==> config.mk <==
export PLATFORM = sky130hd
export DESIGN_NAME = lfu_page_replacement
export DESIGN_NICKNAME = d
export VERILOG_FILES = /design/src/rtl/core/lfup_pkg.sv /design/src/rtl/core/lfu_page_replacement.sv
export SDC_FILE = /design/constraint.sdc
export NUM_CORES = 1
export LEC_CHECK = 0
export BUFFER_PORTS_ARGS = -buffer_cell sky130_fd_sc_hd__buf_2
export CAP_MARGIN = 20
export CORE_MARGIN = 2
export CORE_UTILIZATION = 36
export CTS_CLUSTER_DIAMETER = 100
export DETAILED_ROUTE_END_ITERATION = 16
export HOLD_SLACK_MARGIN = 0.08
export SYNTH_ARGS = -nofsm -noshare
export SYNTH_HDL_FRONTEND = slang
export SYNTH_SLANG_ARGS = --single-unit
==> constraint.sdc <==
create_clock -name clk_i -period 6.92 [get_ports clk_i]
set_input_delay 0.692 -clock clk_i [delete_from_list [all_inputs] [get_ports clk_i]]
set_output_delay 0.692 -clock clk_i [all_outputs]
set_load 0.1 [all_outputs]
==> src/rtl/core/lfup_pkg.sv <==
// lfup_pkg: shared constants, types and controller states for the lfu page replacement block
package lfup_pkg;

  localparam int MAX_FRAMES = 16;
  localparam int PAGE_BITS  = 16;
  localparam int USES_BITS  = 16;
  localparam int FAULT_BITS = 32;
  localparam int CFG_BITS   = 5;
  localparam int SLOT_BITS  = 4;
  localparam int EVPG_BITS  = 16;
  localparam int IDX_W      = (MAX_FRAMES > 1) ? $clog2(MAX_FRAMES) : 1;
  localparam int CNT_W      = $clog2(MAX_FRAMES + 1);

  // packed stream words, zero filled to whole bytes
  localparam int IN_RAW_W   = PAGE_BITS;
  localparam int IN_DATA_W  = ((IN_RAW_W + 7) / 8) * 8;
  localparam int OUT_RAW_W  = 1 + SLOT_BITS + 1 + EVPG_BITS + FAULT_BITS;
  localparam int OUT_DATA_W = ((OUT_RAW_W + 7) / 8) * 8;

  localparam logic [CFG_BITS-1:0] FRAMES_RESET = CFG_BITS'(16);

  typedef logic [IDX_W-1:0] idx_t;
  typedef logic [CNT_W-1:0] cnt_t;

  // one frame table entry
  typedef struct packed {
    logic [PAGE_BITS-1:0] page;
    logic [USES_BITS-1:0] uses;
  } frame_t;

  // one result word
  typedef struct packed {
    logic [FAULT_BITS-1:0] fault_total;
    logic [EVPG_BITS-1:0]  evicted_page;
    logic                  evicted_valid;
    logic [SLOT_BITS-1:0]  frame_slot;
    logic                  hit;
  } result_t;

  typedef enum logic [1:0] {
    ST_IDLE,
    ST_SCAN,
    ST_WRITE
  } lfup_state_e;

endpackage

==> src/rtl/core/lfu_page_replacement.sv <==
// lfu_page_replacement: frame table memory with a sequential match and minimum-count scan
// Each page is accepted in idle; the scan then reads the frame memory once per frame in use
// (1..16) and evaluates each registered read; write-back stores the frame and loads the result
// register, stalling while it is still full; the next page is taken only after write-back.
// A new word is accepted while the previous result still waits in the output register.
// Reset clears the fill pointer, fault counter and controller; frames_in_use resets to 16.
module lfu_page_replacement (
  input  logic                              clk_i,
  input  logic                              rst_ni,
  input  logic                              cfg_we_i,
  input  logic [lfup_pkg::CFG_BITS-1:0]     cfg_wdata_i,   // frames_in_use
  input  logic                              s_axis_tvalid_i,
  output logic                              s_axis_tready_o,
  input  logic [lfup_pkg::IN_DATA_W-1:0]    s_axis_tdata_i,  // page
  output logic                              m_axis_tvalid_o,
  input  logic                              m_axis_tready_i,
  // hit, frame_slot, evicted_valid, evicted_page, fault_total, zero fill
  output logic [lfup_pkg::OUT_DATA_W-1:0]   m_axis_tdata_o
);
  import lfup_pkg::*;

  lfup_state_e state_q, state_d;

  logic [CFG_BITS-1:0]   frames_q;
  cnt_t                  n_act;
  cnt_t                  fill_q, fill_d;
  logic [FAULT_BITS-1:0] fault_q, fault_d;
  cnt_t                  cnt_q, cnt_d;
  logic [PAGE_BITS-1:0]  page_q;

  logic                  found_q, found_d;
  idx_t                  match_q, match_d;
  logic [USES_BITS-1:0]  match_uses_q, match_uses_d;
  idx_t                  best_q, best_d;
  logic [USES_BITS-1:0]  best_uses_q, best_uses_d;
  logic [PAGE_BITS-1:0]  best_page_q, best_page_d;

  frame_t                mem [MAX_FRAMES];
  frame_t                rd_q;
  logic                  rd_en;
  logic                  wr_en;
  idx_t                  wr_idx;
  frame_t                wr_data;

  idx_t                  eval_idx;
  logic                  eval_en;
  logic                  out_free;
  logic                  out_vld_q;
  result_t               out_q, res;
  idx_t                  slot;
  logic                  load_fill;

  // configuration register
  always_ff @(posedge clk_i or negedge rst_ni) begin
    if (!rst_ni) begin
      frames_q <= FRAMES_RESET;
    end else if (cfg_we_i) begin
      frames_q <= cfg_wdata_i;
    end
  end

  // frames in use, clamped to 1..MAX_FRAMES
  always_comb begin
    if (frames_q == '0) begin
      n_act = cnt_t'(1);
    end else if (CNT_W'(frames_q) > cnt_t'(MAX_FRAMES)) begin
      n_act = cnt_t'(MAX_FRAMES);
    end else begin
      n_act = CNT_W'(frames_q);
    end
  end

  // frame memory, one read and one write port
  assign rd_en = (state_q == ST_SCAN) && (cnt_q < n_act);

  always_ff @(posedge clk_i) begin
    if (rd_en) begin
      rd_q <= mem[cnt_q[IDX_W-1:0]];
    end
    if (wr_en) begin
      mem[wr_idx] <= wr_data;
    end
  end

  // scan pipeline: data for frame cnt-1 arrives while cnt is issued
  assign eval_en  = (state_q == ST_SCAN) && (cnt_q != '0);
  assign eval_idx = IDX_W'(cnt_q - cnt_t'(1));
  assign out_free = !out_vld_q || m_axis_tready_i;

  // slot and result for the write-back cycle
  assign load_fill = fill_q < n_act;
  always_comb begin
    if (found_q) begin
      slot = match_q;
    end else if (load_fill) begin
      slot = fill_q[IDX_W-1:0];
    end else begin
      slot = best_q;
    end
    res.hit           = found_q;
    res.frame_slot    = SLOT_BITS'(slot);
    res.evicted_valid = !found_q && !load_fill;
    res.evicted_page  = res.evicted_valid ? EVPG_BITS'(best_page_q) : '0;
    res.fault_total   = fault_d;
  end

  // controller and scan datapath
  always_comb begin
    state_d      = state_q;
    cnt_d        = cnt_q;
    fill_d       = fill_q;
    fault_d      = fault_q;
    found_d      = found_q;
    match_d      = match_q;
    match_uses_d = match_uses_q;
    best_d       = best_q;
    best_uses_d  = best_uses_q;
    best_page_d  = best_page_q;
    wr_en        = 1'b0;
    wr_idx       = slot;
    wr_data      = '0;
    s_axis_tready_o = (state_q == ST_IDLE);

    if (!found_q && fault_q != '1) begin
      fault_d = fault_q + FAULT_BITS'(1);
    end

    unique case (state_q)
      ST_IDLE: begin
        if (s_axis_tvalid_i) begin
          state_d = ST_SCAN;
          cnt_d   = '0;
          found_d = 1'b0;
        end
        fault_d = fault_q;
      end
      ST_SCAN: begin
        fault_d = fault_q;
        if (eval_en) begin
          if (!found_q && (CNT_W'(eval_idx) < fill_q) && (rd_q.page == page_q)) begin
            found_d      = 1'b1;
            match_d      = eval_idx;
            match_uses_d = rd_q.uses;
          end
          if (eval_idx == '0 || rd_q.uses < best_uses_q) begin
            best_d      = eval_idx;
            best_uses_d = rd_q.uses;
            best_page_d = rd_q.page;
          end
        end
        if (cnt_q == n_act) begin
          state_d = ST_WRITE;
        end else begin
          cnt_d = cnt_q + cnt_t'(1);
        end
      end
      ST_WRITE: begin
        if (out_free) begin
          wr_en        = 1'b1;
          wr_data.page = page_q;
          if (found_q) begin
            wr_data.uses = (match_uses_q == '1) ? match_uses_q
                                                : match_uses_q + USES_BITS'(1);
          end else begin
            wr_data.uses = USES_BITS'(1);
            if (load_fill) begin
              fill_d = fill_q + cnt_t'(1);
            end
          end
          state_d = ST_IDLE;
        end else begin
          fault_d = fault_q;
        end
      end
      default: begin
        state_d = ST_IDLE;
        fault_d = fault_q;
      end
    endcase
  end

  // control registers
  always_ff @(posedge clk_i or negedge rst_ni) begin
    if (!rst_ni) begin
      state_q   <= ST_IDLE;
      cnt_q     <= '0;
      fill_q    <= '0;
      fault_q   <= '0;
      found_q   <= 1'b0;
      out_vld_q <= 1'b0;
    end else begin
      state_q <= state_d;
      cnt_q   <= cnt_d;
      fill_q  <= fill_d;
      fault_q <= fault_d;
      found_q <= found_d;
      if (state_q == ST_WRITE && out_free) begin
        out_vld_q <= 1'b1;
      end else if (m_axis_tready_i) begin
        out_vld_q <= 1'b0;
      end
    end
  end

  // payload registers
  always_ff @(posedge clk_i) begin
    if (s_axis_tvalid_i && s_axis_tready_o) begin
      page_q <= s_axis_tdata_i[PAGE_BITS-1:0];
    end
    match_q      <= match_d;
    match_uses_q <= match_uses_d;
    best_q       <= best_d;
    best_uses_q  <= best_uses_d;
    best_page_q  <= best_page_d;
    if (state_q == ST_WRITE && out_free) begin
      out_q <= res;
    end
  end

  assign m_axis_tvalid_o = out_vld_q;
  assign m_axis_tdata_o  = OUT_DATA_W'(out_q);

  // checks
  a_fill_bound: assert property (@(posedge clk_i) disable iff (!rst_ni)
    fill_q <= cnt_t'(MAX_FRAMES))
    else $error("fill pointer beyond frame count");

  a_fault_mono: assert property (@(posedge clk_i) disable iff (!rst_ni)
    fault_q >= $past(fault_q))
    else $error("fault counter went backwards");

  a_hit_no_evict: assert property (@(posedge clk_i) disable iff (!rst_ni)
    out_vld_q |-> !(out_q.hit && out_q.evicted_valid))
    else $error("hit reported with an eviction");

  a_write_ends: assert property (@(posedge clk_i) disable iff (!rst_ni)
    wr_en |=> (state_q == ST_IDLE) && out_vld_q)
    else $error("write-back without result word");

endmodule

==> results of run 1 <==
## registers in the layout, indices dropped and copies added (netlist names), 16 cells and up
register and cells:
mem 512, m_axis_tdata_o 54, fault_q 32, rd_q 32, best_page_q 16, best_uses_q 16, match_uses_q 16, page_q 16
## cells in the mapped netlist (all sizes together), types with 3 or more instances
library cell	number
edfxtp	670
mux4	160
nor2	53
dfrtp	50
xnor2	47
and3	41
clkbuf	38
nand2	37
ha	34
inv	33
nand4	28
buf	19
xor2	18
nand3	17
nor3	17
a21oi	15
o21ai	14
a21o	7
and4	7
nand2b	7
nor4	7
mux2i	6
nor2b	6
mux2	5
a21boi	3
a31oi	3
and2	3
nor3b	3
or3	3
or4	3
## per-layer routing
layer,wire [um],global-route usage,part of all wire
met2,28700,0.241,0.46
met1,28200,0.230,0.45
met4,1190,0.0390,0.019
met3,3950,0.0277,0.064
met5,0,0,0
## cell families after synthesis
group | Yosys count | synth area share
other cells | 1 | 0.000133
buf+inv | 90 | 0.0131
xor+xnor | 65 | 0.0202
fa+ha+maj | 34 | 0.0151
flops | 721 | 0.759
compound gates | 63 | 0.0147
mux | 171 | 0.132
simple gates | 235 | 0.0453
## layout make-up
class | instances | area (um^2) | area share
clock inverter | 55 | 556 | 0.0169
timing repair buffer | 128 | 846 | 0.0258
clock buffer | 87 | 2020 | 0.0615
inverter | 33 | 124 | 0.00378
tap | 1040 | 1300 | 0.0397
sequential | 721 | 21400 | 0.653
multi-input combinational | 570 | 6550 | 0.200
## worst max-delay path, delay by kind of cell, from the launching register on
kind / cells / cell delay [ns]
adders and majority gates: 1 / 0.19
AOI/OAI and AO/OA: 4 / 1.49
muxes: 1 / 0.41
DFF: 1 / 0.54
and+or+nand+nor: 2 / 1.01
buffers and inverters: 2 / 0.49
## final timing paths
path | start | endpoint | slack [ns]
hold reg to reg | fault_q[28] | fault_q[28] | 0.50
setup reg to reg | frames_q[4] | mem[5][6] | 2.47
max in group asynchronous | rst_ni | cnt_q[1] | 6.16
min in group clk_i | s_axis_tdata_i[13] | page_q[13] | 0.24
setup / recovery | frames_q[4] | mem[5][6] | 2.47
hold / removal | rst_ni | fault_q[17] | 0.21
## power by group
group | internal [uW] | switching (uW) | total, uW
combinational | 999 | 1400 | 2400
clock | 2480 | 1670 | 4150
sequential | 5270 | 306 | 5570
## stage by stage
step	total power [uW]	utilization	instance area (um^2)	std cells	hold WS (ns)
finish	12100	0.423	32800	2634	0.206
global route	12600	0.423	32800	2634	0.218
CTS	12300	0.422	32700	2626	0.209
detailed placement	8110	0.389	30100	2484	0.474
global placement	8070	0.388	30100	2481	0.466
floorplan	7310	-	28200	1381	0.396
==> reports/qor.yml, run 1 <==
status:
  outcome: "completed"
detailed_routing:
  wl_per_cell_um: 23.6
  vias: 13727
  drcViolationCount: 0
  firstDrtPassIters: 4
  drtIter0Drc: 1280
  routed_via_density: 5.21
  detail-route-antenna-nets: 0
  finalWirelength_mm: 62.1
finish:
  drive_above_1_share: 0.279
  final_nets: 1590
  area_growth_pct: 16.4
  fillers: 6677
  final_common_cell: "edfxtp_1"
  final_cell_mix: "edfxtp_1 (670), mux4_2 (160), buf_2 (81)"
  diodes: 0
floorplanning:
  initial_core_util: 0.364
  core-area_um2: 77500
  ios: 84
  die-height_um: 284
  die_area_um2: 80500
  std_cell_rows: 102
  die_w_um: 284
yosys:
  synthTopCellsByArea: "edfxtp_1 (71%), mux4_2 (13%), dfrtp_1 (4.4%)"
  synthFlopType: "edfxtp_1"
  synth_seq_cells: 721
  netlist.top_cell.by_area: "edfxtp_1"
  synth_edf_count: 670
  avgSynthCellArea_um2: 20.4
  syn_area_um2: 28200
  ys_seq_area_frac: 0.759
  synth_top_area_frac: 0.714
  yosys_warnings: 0
  syn_inst: 1380
  synth.distinct_cells: 62
  postSynth.asyncResetShare: 0.0707
grt:
  antenna_found_initial: 3
  grt-ovfl-total: 0
  grt_usage: 0.156
  grt_pass1_wl_mm: 93.8
  grt_pass1_vias: 14163
  grt_max_degree: 57
placement:
  gp_congestion: 0.812
  place_ws_ns: 2.46
  post-dp-hpwl_mm: 37.8
  io_buffers: 81
power:
  vdd_drop_max_mv: 0.176
  p_per_area_nw_per_um2: 370
  p_leak_uw: 0.0103
timing:
  timing.final.ws_setup_ns: 2.47
  finalCriticalPeriod_ns: 4.45
  finalSetupViolCount: 0
  fmax_ghz: 0.225
  tightest_slew_ns: 1.09
  finalClockSkew_ns: 0.0265
  rsz0062_at_grt: "false"
  tns_ns: 0
  drv_slew: 0
  finalHoldViolCount: 0
  maxSlewHeadroom: 0.270
  fin_crit_sh: 0.643
cts:
  clkLatencyLatePin_ns: 0.62
  clk_pin_slew_worst_paths_ns: 0.06
  root_buffer: "clkbuf_16"
  numClockSinks: 721
  cts_tree: "yes"
  clock_tree.buffer_depth: 3
  cts.repair.resized: 0
  holdBufCountCts: 0
  h-tree-depth: 3
  cts_made_buffers: 76
  postCtsSetupBuffers: 0
worst_setup_path:
  reg2regPathDepth: 10
  crit_slowest_cell: "nor2_4"
  crit_arrival_ns: 4.75
  required_ns: 7.22
  cpPeakStageDelay_ns: 0.88
  end_kind: "register"
  path_max_fanout: 28
  path_class: "register to register"
  startpoint_type: "register"
  worstPathCellList: "inv_1 > nand2_1 > ha_1 > o21ai_0 > o21bai_1 > a21o_1 > mux2_1 > o31a_1 > nor2_4 > buf_4"
worst_hold_path:
  hold_path_class: "input port to asynchronous set/reset pin"
job:
  max_cap_violations: 0
No activity file was read; power rests on OpenSTA's default activity.
==> run 2, diff against run 1 <==
--- a/config.mk
+++ b/config.mk
@@ -5,6 +5,7 @@
 export SDC_FILE = /design/constraint.sdc
 export NUM_CORES = 1
 export LEC_CHECK = 0
+export ABC_AREA = 1
 export BUFFER_PORTS_ARGS = -buffer_cell sky130_fd_sc_hd__buf_2
 export CAP_MARGIN = 20
 export CORE_MARGIN = 2
==> constraint.sdc (replaced) <==
create_clock -name clk_i -period 4 [get_ports clk_i]
set_input_delay 0.4 -clock clk_i [delete_from_list [all_inputs] [get_ports clk_i]]
set_output_delay 0.4 -clock clk_i [all_outputs]
set_load 0.1 [all_outputs]
==> reports/qor.yml, run 2 <==
detailed_routing:
  routed_via_density: 5.28  # was 5.21
  detail-route-antenna-nets: 0  # unchanged
  drcViolationCount: 0  # unchanged
  drtIter0Drc: 1735  # was 1,280
  wl_per_cell_um: 20.9  # was 23.6 um
  vias: 18501  # was 13,727
  finalWirelength_mm: 73.3  # was 62.1 mm
  firstDrtPassIters: 7  # was 4
yosys:
  ys_seq_area_frac: 0.737  # was 0.759
  synth.distinct_cells: 46  # was 62
  syn_inst: 2246  # was 1,380
  synth_edf_count: 670  # unchanged
  synth_common_cells: "edfxtp_1 (670), nor2_1 (366), o21ai_0 (279)"  # was edfxtp_1 (670), mux4_2 (160), nor2_1 (53)
  syn_area_um2: 29000  # was 28,200 um^2
  synth_top_area_frac: 0.693  # was 0.714
  synthTopCellsByArea: "edfxtp_1 (69%), o21ai_0 (4.8%), nor2_1 (4.7%)"  # was edfxtp_1 (71%), mux4_2 (13%), dfrtp_1 (4.4%)
  avgSynthCellArea_um2: 12.9  # was 20.4 um^2
  synthFlopType: "edfxtp_1"  # unchanged
  synth_seq_cells: 721  # unchanged
  netlist.top_cell.by_area: "edfxtp_1"  # unchanged
  synth_most_common_cell: "edfxtp_1"  # unchanged
  postSynth.asyncResetShare: 0.0707  # unchanged
  yosys_warnings: 0  # unchanged
timing:
  rsz0062_at_grt: "false"  # unchanged
  fin_crit_sh: 0.882  # was 0.643
  fmax_ghz: 0.284  # was 0.225 GHz
  drv_slew: 0  # unchanged
  finalClockSkew_ns: 0.0283  # was 0.0265 ns
  finalSetupViolCount: 0  # unchanged
  finalCriticalPeriod_ns: 3.53  # was 4.45 ns
  hold_ws_ns: 0.143  # was 0.206 ns
  tightest_slew_ns: 1.06  # was 1.09 ns
  finalHoldViolCount: 0  # unchanged
  maxSlewHeadroom: 0.294  # was 0.270
placement:
  post-dp-hpwl_mm: 44.4  # was 37.8 mm
  io_buffers: 81  # unchanged
  gp_congestion: 0.862  # was 0.812
  dpl_cell_area_um2: 31100  # was 30,100 um^2
cts:
  clkLatencyLatePin_ns: 0.63  # was 0.62 ns
  clk_pin_slew_worst_paths_ns: 0.05  # was 0.06 ns
  cts.repair.resized: 0  # unchanged
  cts_tree: "yes"  # unchanged
  numClockSinks: 721  # unchanged
  postCtsSetupBuffers: 0  # unchanged
  clock_tree.buffer_depth: 3  # unchanged
  root_buffer: "clkbuf_16"  # unchanged
  cts_made_buffers: 77  # was 76
  h-tree-depth: 3  # unchanged
floorplanning:
  std_cell_rows: 104  # was 102
  die-height_um: 288  # was 284 um
  die_w_um: 288  # was 284 um
  initial_core_util: 0.362  # was 0.364
  core-area_um2: 80200  # was 77,500 um^2
  die_area_um2: 82900  # was 80,500 um^2
  ios: 84  # unchanged
finish:
  fin_area_um2: 33900  # was 32,800 um^2
  post-route-util: 0.423  # about the same
  final_common_cell: "edfxtp_1"  # unchanged
  fillers: 7297  # was 6,677
  drive_above_1_share: 0.128  # was 0.279
  final_cell_mix: "edfxtp_1 (670), nor2_1 (347), o21ai_0 (279)"  # was edfxtp_1 (670), mux4_2 (160), buf_2 (81)
  largest_reg_flops: 512  # unchanged
  diodes: 0  # unchanged
  area_growth_pct: 16.7  # was 16.4%
  top_register: "mem"  # unchanged
  final_nets: 2441  # was 1,590
worst_setup_path:
  path_class: "register to register"  # unchanged
  crit_buf_inv: 1  # was 2
  reg2regPathDepth: 14  # was 10
  required_ns: 4.32  # was 7.22 ns
  path_max_fanout: 22  # was 28
  r2r-end: "mem[8][1]"  # was mem[5][6]
  r2r-start: "frames_q[1]"  # was frames_q[4]
  path_delay_family: "simple AND/OR/NAND/NOR gates"  # was compound AO/OA/AOI/OAI gates
  crit_top_cell: "nand2_1"
  crit_arrival_ns: 3.85  # was 4.75 ns
  end_kind: "register"  # unchanged
  startpoint_type: "register"  # unchanged
  crit_slowest_cell: "nor2_4"  # unchanged
  worstPathCellList: "nor2_1 > nand2_1 > nand2_1 > nand2_1 > ha_1 > a21oi_1 > o21a_1 > nand2_2 > nand2_1 > nand3_1 > nand2_1 > nand3_1 > nor2_4 > buf_12"  # was inv_1 > nand2_1 > ha_1 > o21ai_0 > o21bai_1 > a21o_1 > mux2_1 > o31a_1 > nor2_4 > buf_4
  cpPeakStageDelay_ns: 0.55  # was 0.88 ns
  regToRegSetupSlack_ns: 0.47  # was 2.47 ns
worst_hold_path:
  worstHoldPathCells: 2
  min_to: "frames_q[1]"
  hold_start: "cfg_we_i"
  hold_path_class: "input port to register"  # was input port to asynchronous set/reset pin
grt:
  antenna_found_initial: 1  # was 3
  grt_pass1_wl_mm: 112  # was 93.8 mm
  grt_usage: 0.179  # was 0.156
  grt_pass1_vias: 17961  # was 14,163
  grt-ovfl-total: 0  # unchanged
  grt_max_degree: 197  # was 57
power:
  p_leak_uw: 0.0116  # was 0.0103 uW
  vdd_drop_max_mv: 0.577  # was 0.176 mV
  p_per_area_nw_per_um2: 722  # was 370 nW/um^2
status:
  outcome: "completed"  # unchanged
job:
  max_cap_violations: 0  # unchanged
## run 2: cell types whose count changed in the layout (fill, tap and decap cells not counted), moves of 13 or more
cell / change
mux4_2: -160
o21ai_0: +265
nor2_1: +310
buf_12: +16
nand2_1: +177
inv_1: +83
and3_1: -40
dlygate4sd3_1: +26
nor2_2: +13
nand3_1: +88
o22ai_1: +79
nand4_1: -14
xnor2_1: -31
o221ai_1: +53
## run 2: per-stage QoR
step / TNS [ns] / worst slack (ns) / std cells / total power, uW
2_1_floorplan: -257.82 / -0.504 / 2247 / 14800
4_1_cts: 0 / 0.506 / 3500 / 24600
3_5_place_dp: 0 / 0.516 / 3335 / 17500
6_report: 0 / 0.473 / 3501 / 24400
3_3_place_gp: 0 / 0.540 / 3334 / 17400
5_1_grt: 0 / 0.254 / 3501 / 25600
## run 2: cell families (layout without fill, tap and decap cells)
group                    after synthesis  in the layout  share of synthesized area
AO/OA/AOI/OAI                        456            456                     0.0911
adder cells (fa/ha/maj)               34             34                     0.0147
buffers and inverters                233            427                     0.0323
XOR/XNOR                              46             46                     0.0139
flip-flops                           721            721                      0.737
other                                  1              2                   0.000129
multiplexers                           3              3                    0.00116
AND/OR/NAND/NOR                      752            752                      0.109
## run 2: worst max path at each step
stage               cells after the start  slack (ns)       startpoint    endpoint
global route                           14        0.25      frames_q[2]   mem[8][6]
CTS                                    14        0.51      frames_q[1]  mem[8][25]
detailed placement                     14        0.52      frames_q[2]   mem[8][1]
global placement                       14        0.54      frames_q[2]  mem[10][6]
finish                                 14        0.47      frames_q[1]   mem[8][1]
floorplan                               5       -0.50  m_axis_tvalid_o   mem[0][0]
## run 2: layout make-up
class / count / area [um^2] / area share
Tap cell: 1060 / 1330 / 0.0392
Clock buffer: 91 / 2030 / 0.0600
Multi-Input combinational cell: 1293 / 6840 / 0.202
Inverter: 125 / 475 / 0.0140
Timing Repair Buffer: 163 / 1300 / 0.0385
Clock inverter: 48 / 493 / 0.0146
Sequential cell: 721 / 21400 / 0.632
## run 2: layer usage
layer	track usage	up-vias	wire length (um)
li1	-	8427	-
met3	0.0314	124	5580
met5	0	-	13
met2	0.286	716	34400
met1	0.247	9232	31400
met4	0.0560	2	1980
## run 2: what timing repair did
| item | in CTS | in global routing |
|---|---|---|
| endpoints found under the hold margin | 51 | 0 |
| setup endpoints to repair | 0 | 0 |
| hold buffers | 26 | 0 |
## run 2: where the power goes
part           internal (uW)  switching [uW]  total [uW]
registers               9730             527       10300
clock network           4220            2870        7090
logic                   1660            5430        7090
==> run 3, diff against run 2 <==
--- a/config.mk
+++ b/config.mk
@@ -8,7 +8,7 @@
 export ABC_AREA = 1
 export BUFFER_PORTS_ARGS = -buffer_cell sky130_fd_sc_hd__buf_2
 export CAP_MARGIN = 20
-export CORE_MARGIN = 2
+export CORE_MARGIN = 10
 export CORE_UTILIZATION = 36
 export CTS_CLUSTER_DIAMETER = 100
 export DETAILED_ROUTE_END_ITERATION = 16
==> constraint.sdc (replaced) <==
create_clock -name clk_i -period 3.16 [get_ports clk_i]
set_input_delay 0.316 -clock clk_i [delete_from_list [all_inputs] [get_ports clk_i]]
set_output_delay 0.316 -clock clk_i [all_outputs]
set_load 0.1 [all_outputs]
==> reports/qor.yml, run 3 (synthesis results as in run 2) <==
placement:
  io_buffers: 81  # unchanged
  gp_congestion: 0.904  # was 0.862
  place_ws_ns: 0.172  # was 0.516 ns
  post-dp-hpwl_mm: 48.9  # was 44.4 mm
worst_setup_path:
  r2r-start: "frames_q[2]"  # was frames_q[1]
  required_ns: 3.47  # was 4.32 ns
  path_class: "register to register"  # unchanged
  startpoint_type: "register"  # unchanged
  path_max_fanout: 24  # was 22
  startpoint: "frames_q[2]"  # was frames_q[1]
  crit_arrival_ns: 3.19  # was 3.85 ns
  end_kind: "register"  # unchanged
floorplanning:
  die-height_um: 304  # was 288 um
  initial_core_util: 0.362  # unchanged
  std_cell_rows: 104  # unchanged
  die_area_um2: 92400  # was 82,900 um^2
  ios: 84  # unchanged
  core-area_um2: 80200  # unchanged
  die_w_um: 304  # was 288 um
timing:
  timing.final.ws_setup_ns: 0.279  # was 0.473 ns
  finalClockSkew_ns: 0.0246  # was 0.0283 ns
  rsz0062_at_grt: "false"  # unchanged
  finalCriticalPeriod_ns: 2.88  # was 3.53 ns
  finalSetupViolCount: 0  # unchanged
  tightest_slew_ns: 1.02  # was 1.06 ns
  fin_crit_sh: 0.912  # was 0.882
  drv_slew: 0  # unchanged
  fmax_ghz: 0.347  # was 0.284 GHz
  finalHoldViolCount: 0  # unchanged
  maxSlewHeadroom: 0.321  # was 0.294
  tns_ns: 0  # unchanged
detailed_routing:
  drcViolationCount: 0  # unchanged
  finalWirelength_mm: 75.5  # was 73.3 mm
  drtIter0Drc: 1958  # was 1,735
  routed_via_density: 5.30  # was 5.28
  detail-route-antenna-nets: 0  # unchanged
  wl_per_cell_um: 21.3  # was 20.9 um
  firstDrtPassIters: 8  # was 7
  vias: 18762  # was 18,501
grt:
  grt-ovfl-total: 0  # unchanged
  grt_max_degree: 132  # was 197
  grt_usage: 0.159  # was 0.179
  grt_pass1_wl_mm: 115  # was 112 mm
  grt_pass1_vias: 18377  # was 17,961
  antenna_found_initial: 2  # was 1
finish:
  top_register: "mem"  # unchanged
  final_common_cell: "edfxtp_1"  # unchanged
  final_nets: 2476  # was 2,441
  area_growth_pct: 17.9  # was 16.7%
  drive_above_1_share: 0.138  # was 0.128
  fillers: 7250  # was 7,297
  largest_reg_flops: 512  # unchanged
  final_cell_mix: "edfxtp_1 (670), nor2_1 (346), o21ai_0 (279)"  # was edfxtp_1 (670), nor2_1 (347), o21ai_0 (279)
job:
  max_cap_violations: 0  # unchanged
power:
  p_leak_uw: 0.0117  # was 0.0116 uW
  vdd_drop_max_mv: 0.525  # was 0.577 mV
  p_per_area_nw_per_um2: 911  # was 722 nW/um^2
cts:
  cts_tree: "yes"  # unchanged
  root_buffer: "clkbuf_16"  # unchanged
  h-tree-depth: 3  # unchanged
  clk_pin_slew_worst_paths_ns: 0.06  # was 0.05 ns
  clkLatencyLatePin_ns: 0.62  # was 0.63 ns
  clock_tree.buffer_depth: 3  # unchanged
  cts_made_buffers: 76  # was 77
  numClockSinks: 721  # unchanged
status:
  outcome: "completed"  # unchanged
worst_hold_path:
  hold_path_class: "input port to register"  # unchanged
  hold_start: "m_axis_tready_i"  # was cfg_we_i
==> run 3: path summary, 6_finish.rpt <==
| path | endpoint | slack, ns | depth (start not counted) |
|---|---|---|---|
| max | mem[8][12] | 0.28 | 15 |
| min in group asynchronous | cnt_q[4] | 0.40 | 2 |
| min | m_axis_tvalid_o | 0.16 | 4 |
| min reg2reg | match_uses_q[5] | 0.49 | 0 |
| max in group asynchronous | frames_q[4] | 1.94 | 3 |
| max reg2reg | mem[8][12] | 0.28 | 15 |
==> run 3: per-stage QoR <==
stage	utilization	area, um^2	total power [uW]	cells	hold WS, ns
6_report	0.427	34200	31200	3541	0.157
5_1_grt	0.427	34200	32600	3539	0.166
4_1_cts	0.427	34200	31300	3539	0.122
3_5_place_dp	0.392	31400	22400	3368	0.479
3_3_place_gp	0.392	31400	22300	3368	0.478
2_1_floorplan	-	29100	18800	2247	0.0204
==> run 3: area by class of cell <==
cell class	count	area, um^2	share of cell area
sequential	721	21400	0.626
multi-input combinational	1293	6850	0.200
clock buffer	100	2070	0.0604
timing repair buffer	199	1680	0.0491
tap	1060	1330	0.0388
inverter	125	479	0.0140
clock inverter	41	400	0.0117
antenna	2	5.00	0.000146
==> run 3: per-layer routing <==
metal,track usage,up-vias,routed length [um]
met5,0,-,0
met3,0.0288,123,5690
li1,-,8503,-
met1,0.221,9343,32800
met4,0.0474,0,1870
met2,0.253,793,35100
==> run 3: critical path, stage by stage, from the launching register on <==
cell and delay [ns]:
dfrtp_1 0.40, nor2_1 0.11, nand2_1 0.09, nand2_1 0.10
nand2_1 0.09, ha_1 0.29, a21oi_1 0.15, o21a_2 0.22
nand2_2 0.13, nand2_1 0.10, nand3_1 0.07, o21ai_0 0.14
nand2_1 0.09, buf_4 0.20, nor2_4 0.18, buf_12 0.21
==> run 3: where the power goes <==
part           internal, uW  switching, uW  leakage, uW  total, uW
combinational          2310           7080      0.00403       9390
sequential            12300            625      0.00652      12900
clock                  5200           3630      0.00119       8830
total                 19800          11300       0.0117      31200
==> run 3: repair_timing <==
item                       4_1_cts  5_1_grt
hold endpoints to repair        60        0
setup endpoints to repair        0      385
resized for setup                0        3
setup buffers                    0        0
hold buffers                    30        0
